===== src/assert_macros.svh =====
// assertion macros used by the top-level rtl file
`ifndef ASSERT_MACROS_SVH
`define ASSERT_MACROS_SVH

// property must hold at every clock outside reset
`define ASSERT_IMPL(label, prop, msg) \
  label: assert property (@(posedge clk) disable iff (!rst_n) prop) \
    else $error(msg);

// condition must never be seen outside reset
`define ASSERT_NEVER(label, cond, msg) \
  label: assert property (@(posedge clk) disable iff (!rst_n) !(cond)) \
    else $error(msg);

`endif


===== src/wrv_pkg.sv =====
// types and constants of the window regression velocity block
package wrv_pkg;

  localparam int unsigned CFG_IDX_W  = 2;
  localparam int unsigned CFG_DATA_W = 20;

  localparam logic [CFG_IDX_W-1:0] CFG_TICKS_PER_SECOND = 2'd0;
  localparam logic [CFG_IDX_W-1:0] CFG_MIRROR_CENTER    = 2'd1;

  localparam logic [19:0] TPS_RESET    = 20'd1000;
  localparam logic [9:0]  MIRROR_RESET = 10'd320;

  // shared multiplier operand width
  localparam int unsigned MUL_W = 33;

  // restoring divider: one quotient bit per step, bit 32 flags overflow
  localparam int unsigned DIV_CNT_W = 6;
  localparam logic [DIV_CNT_W-1:0] DIV_LAST = 6'd32;

  localparam logic [32:0] VEL_POS_LIMIT = 33'h0_7FFF_FFFF;
  localparam logic [32:0] VEL_NEG_LIMIT = 33'h0_8000_0000;

  typedef struct packed {
    logic        found;
    logic [9:0]  pos_x;
    logic [9:0]  pos_y;
    logic [31:0] timestamp;
  } in_beat_t;

  typedef struct packed {
    logic signed [10:0] newest_x;
    logic [9:0]         newest_y;
    logic signed [31:0] velocity;
  } out_beat_t;

  typedef struct packed {
    logic signed [10:0] x;
    logic [31:0]        t;
  } sample_t;

  typedef enum logic [2:0] {
    MK_NONE,
    MK_NUM,
    MK_DEN,
    MK_PLO,
    MK_PHI
  } mul_kind_t;

  typedef struct packed {
    mul_kind_t               kind;
    logic signed [MUL_W-1:0] op_a;
    logic signed [MUL_W-1:0] op_b;
  } mul_req_t;

  typedef struct packed {
    mul_kind_t                 kind;
    logic signed [2*MUL_W-1:0] prod;
  } mul_rsp_t;

endpackage


===== src/wrv_mul.sv =====
// shared signed multiplier with registered product and kind tag
module wrv_mul (
  input  logic              clk,
  input  logic              rst_n,
  input  wrv_pkg::mul_req_t req,
  output wrv_pkg::mul_rsp_t rsp
);
  import wrv_pkg::*;

  mul_kind_t                 kind_r;
  logic signed [2*MUL_W-1:0] prod_r;

  always_ff @(posedge clk) begin
    if (!rst_n) begin
      kind_r <= MK_NONE;
    end else begin
      kind_r <= req.kind;
    end
    prod_r <= req.op_a * req.op_b;
  end

  assign rsp.kind = kind_r;
  assign rsp.prod = prod_r;

endmodule


===== config.mk =====
export PLATFORM = sky130hd
export DESIGN_NAME = wrv_mul
export DESIGN_NICKNAME = d
export VERILOG_FILES = /design/src/assert_macros.svh /design/src/wrv_pkg.sv /design/src/wrv_mul.sv
export SDC_FILE = /design/constraint.sdc
export NUM_CORES = 2
export LEC_CHECK = 0
export ABC_AREA = 1
export BUFFER_PORTS_ARGS = -buffer_cell sky130_fd_sc_hd__buf_2
export CAP_MARGIN = 10
export CORE_MARGIN = 2
export CORE_UTILIZATION = 60
export CTS_CLUSTER_DIAMETER = 200
export DETAILED_ROUTE_END_ITERATION = 8
export GPL_TIMING_DRIVEN = 0
export PLACE_DENSITY_LB_ADDON = 0.3
export SLEW_MARGIN = 20
export SYNTH_ARGS = -nofsm -noshare
export SYNTH_HDL_FRONTEND = slang
export SYNTH_SLANG_ARGS = --single-unit

===== constraint.sdc =====
create_clock -name clk -period 7.7 [get_ports clk]
set_input_delay 0.385 -clock clk [delete_from_list [all_inputs] [get_ports clk]]
set_output_delay 0.385 -clock clk [all_outputs]
set_load 0.1 [all_outputs]

======== Yosys cells after proc, flatten, opt, wreduce, memory -nomap -nowiden ========
Index checks and enable logic that the tools add are counted.
operators by class
  $add $sub $neg .......................... 0
  multipliers ............................. 1
  divide/modulo/power cells ............... 0
  order comparisons ....................... 0
  equality and inequality tests ........... 0
  shifts and indexed selects .............. 0
  muxes and demuxes ....................... 0
  bitwise operators ....................... 0
  reductions and logical operators ........ 0
operators by type and width
  operator        number
  $mul 33x33->66  1
word-level totals
  bits in registers ....................... 69
  latch bits .............................. 0
  RAM bits ................................ 0
  ROM bits ................................ 0
  input port bits ......................... 71
  output and inout bits ................... 69
  word-level logic and storage cells ...... 3
  memories ................................ 0

======== Depth between registers and ports, before layout ========
  word-level depth ........................ 1
  mapped depth ............................ 34
  depth with buffers taken out ............ 32

======== Worst setup path before layout ========
No wires, ideal clock.
  kind .................................... input to register
  start point ............................. input req[65] (netlist name)
  end point ............................... register prod_r[62]
  setup time .............................. 0.112 ns
  arrival time ............................ 7.030 ns
  required time ........................... 7.588 ns
  slack ................................... 0.558 ns
  cell stages on the path ................. 22
  buffers on the path ..................... 2
  cells stage by stage .................... clkbuf_1 > clkbuf_1 > nand2_1 > inv_1 > fa_1 > fa_1 > fa_1 > fa_1 > fa_1 > fa_1 > fa_1 > inv_1 > fa_1 > inv_1 > ha_1 > nand2_2 > nor2_1 > nand2_1 > nor4_1 > nand2_1 > nand3_1 > nand2_1
on the way
  longest elaborated chain between the ends .. 1
RTL lines
  what                    RTL line       text
  start: declaration      wrv_mul.sv:5   input wrv_pkg::mul_req_t req,
  $mul 33x33->66          wrv_mul.sv:19  prod_r <= req.op_a * req.op_b;
  end signal: assignment  wrv_mul.sv:19
  end: declaration        wrv_mul.sv:11  logic signed [2*MUL_W-1:0] prod_r;
No other way between the ends.
A chain may end at the register's enable or synchronous reset.

======== Worst setup path in the final report ========
  start point ............................. input req[36] (netlist name)
  end point ............................... register prod_r[49]
Same word-level chain as after synthesis.

==> impl_metrics.env <==
export IMPL_cpMaxStageDelayCell="clkbuf_1"
export IMPL_ys_seq_elements=69
export IMPL_drt_iter0_markers=4155
export IMPL_fillers=6636
export IMPL_cts_hold_fix_buffers=0
export IMPL_ys_seq_area_share_pct=3.199
export IMPL_grt_max_degree=17
export IMPL_cts_buffer_depth=2
export IMPL_vias=36630
export IMPL_cp_num_cells=21
export IMPL_crit_path_max_fanout=10
export IMPL_firstDrtPassIters=8
export IMPL_synth_area_per_cell_um2=7.776
export IMPL_numCtsBuffers=9
export IMPL_outcome="finished with violations"
export IMPL_routed_via_density=5.538
export IMPL_critPathKind="in -> reg"
export IMPL_seqCellArea_mm2=0.001381
export IMPL_wl_per_cell_um=25.64
export IMPL_cp_cell_sequence="clkbuf_1, clkbuf_1, nor2_1, fa_1, fa_1, fa_1, fa_1, fa_1, fa_1, fa_1, inv_1, fa_1, inv_1, ha_1, nand2_1, nor2_1, nand2_1, nor2_2, o21ai_1, nand4_1, nand2_1"
export IMPL_cp_arrival_ps=7930
export IMPL_multi_input_area_mm2=0.03373
export IMPL_worstMarginPinSlew_ps=1229
export IMPL_dp_cells=6579
export IMPL_synth_top_cells_by_area="fa_1 53%, inv_1 17%, nand2_1 13%"
export IMPL_cts_tree="built"
export IMPL_synth_area_leader_cell="fa_1"
export IMPL_synth_cells=5554
export IMPL_syn_area_mm2=0.04319
export IMPL_grt_pass1_vias=38510
export IMPL_violations="negative setup slack"
export IMPL_yosysTopAreaCellShare_pct=53.08
export IMPL_clockRootBuffer="clkbuf_16"
export IMPL_ys_types=32
export IMPL_drc=0
export IMPL_die_area_mm2=0.07414
export IMPL_critPathMaxStageDelay_ps=950
export IMPL_io_pins=140
export IMPL_finalSetupViolCount=1
export IMPL_cp_start_kind="primary input"
export IMPL_ys_flop_type="dfxtp_1"
export IMPL_start_util_pct=60.52
export IMPL_dp_hpwl_mm=141.3
export IMPL_critPathBufInv=4
export IMPL_final_layout_size_suffix_gt1_share_pct=6.180
export IMPL_layoutNonFillerInstCount=6615
export IMPL_core_area_mm2=0.07136
export IMPL_io_buffers=74
export IMPL_whs_path_depth=3
export IMPL_hold_viol_final=0
export IMPL_antenna_found_initial=6
export IMPL_synthTopCellsByCount="1903 x inv_1, 1530 x nand2_1, 1145 x fa_1"
export IMPL_synth_nets=6987
export IMPL_nNetsFinal=7091
export IMPL_fin_crit_sh_pct=100.1
export IMPL_dp_slack_ps=-1794
export IMPL_drv_slew=0
export IMPL_fin_setup_tns_ps=-8.394
export IMPL_row_count=98
export IMPL_hold_path_class="in -> reg"
export IMPL_cts_sinks=69
export IMPL_worstPathRequired_ps=7920
export IMPL_synth_edf_count=0
export IMPL_grt_pass1_wl_mm=246.9
export IMPL_antenna_left=0
export IMPL_synth_most_common_cell="inv_1"
export IMPL_clk_pin_slew_ps=60
export IMPL_fin_ws_ps=-8.394
export IMPL_syn2layout_area_growth_pct=5.650
export IMPL_fmax_mhz=129.7
export IMPL_die_h_um=272.3
export IMPL_die_w_um=272.3
export IMPL_wl_mm=169.6
export IMPL_final_util_pct=63.94
export IMPL_crit_top_cell="fa_1"
export IMPL_end_kind="flop"
export IMPL_crit_family="adder cells"
export IMPL_period_needed_ps=7708
export IMPL_gp_congestion=1.079
export IMPL_yosysWarnings=0
export IMPL_drv_cap=0
export IMPL_grt_usage_pct=47.44
export IMPL_ys_async_sr_fraction_pct=0
export IMPL_timing_slew_headroom_pct=18.04
export IMPL_grt_overflow_total=0
export IMPL_h_tree_depth=3
-- metal layers --
| layer | vias to the layer above | track usage [%] | routed length (um) |
|---|---|---|---|
| li1 | 15250 | - | - |
| met1 | 18080 | 58.71 | 58060 |
| met2 | 2578 | 70.93 | 71990 |
| met3 | 722 | 13.66 | 22570 |
| met4 | 4 | 35.58 | 16860 |
| met5 | - | 0 | 145 |
-- area by class of cell --
type | count | share of cell area [%]
inverter | 1905 | 15.69
multi-input combinational | 3317 | 73.93
tap | 950 | 2.605
clock inverter | 6 | 0.1591
buffer | 263 | 2.855
timing repair buffer | 93 | 1.223
clock buffer | 10 | 0.5018
antenna | 2 | 0.01097
sequential | 69 | 3.027
-- sequential cells by signal, summed over array words and instances, names as in the netlist --
| register | flops |
|---|---|
| kind_r | 3 |
| prod_r | 66 |
-- through the flow --
step,cell area [um2],hold WS (ps)
after floorplan,43190,478.5
after global placement,44750,563.8
after detailed placement,44790,565.6
after CTS,45350,206.6
after global routing,45620,217.5
final,45630,215.9
-- cells in the final DEF (no fill, tap or decap), drive strengths merged, types with 4 or more instances in the layout --
master	count
nand4	20
nor4	5
fa	1145
or2	6
inv	1904
xnor2	4
nor3	9
dfxtp	69
nand3	80
xor2	34
nor2	144
nand2	1537
ha	217
o21ai	25
buf	113
a21oi	67
o21bai	12
clkbuf	253
-- cells by family (layout without fill, tap and decap cells) --
logic type	count (synthesis)	in the layout	synth area share, %
simple gates	1807	1807	16.44
other cells	0	2	0
xor+xnor	38	38	0.7707
fa+ha+maj	1362	1362	59.36
flops	69	69	3.199
compound gates	110	110	1.388
buf+inv	2168	2277	18.84
-- final timing paths --
kind | endpoint | slack [ps] | startpoint
worst min-delay path | kind_r[1] | 220 | req[67]
worst max-delay path | prod_r[49] | -8 | req[36]
-- timing repair --
item | CTS | global route
setup endpoints to repair | 38 | 40
pin swaps | 2 | 4
gates resized for setup | 99 | 311
buffers inserted | 12 | 6
Power is left out: the tool's default activity adds up to more than one toggle a clock period on the data nets, which glitch-free logic cannot reach.
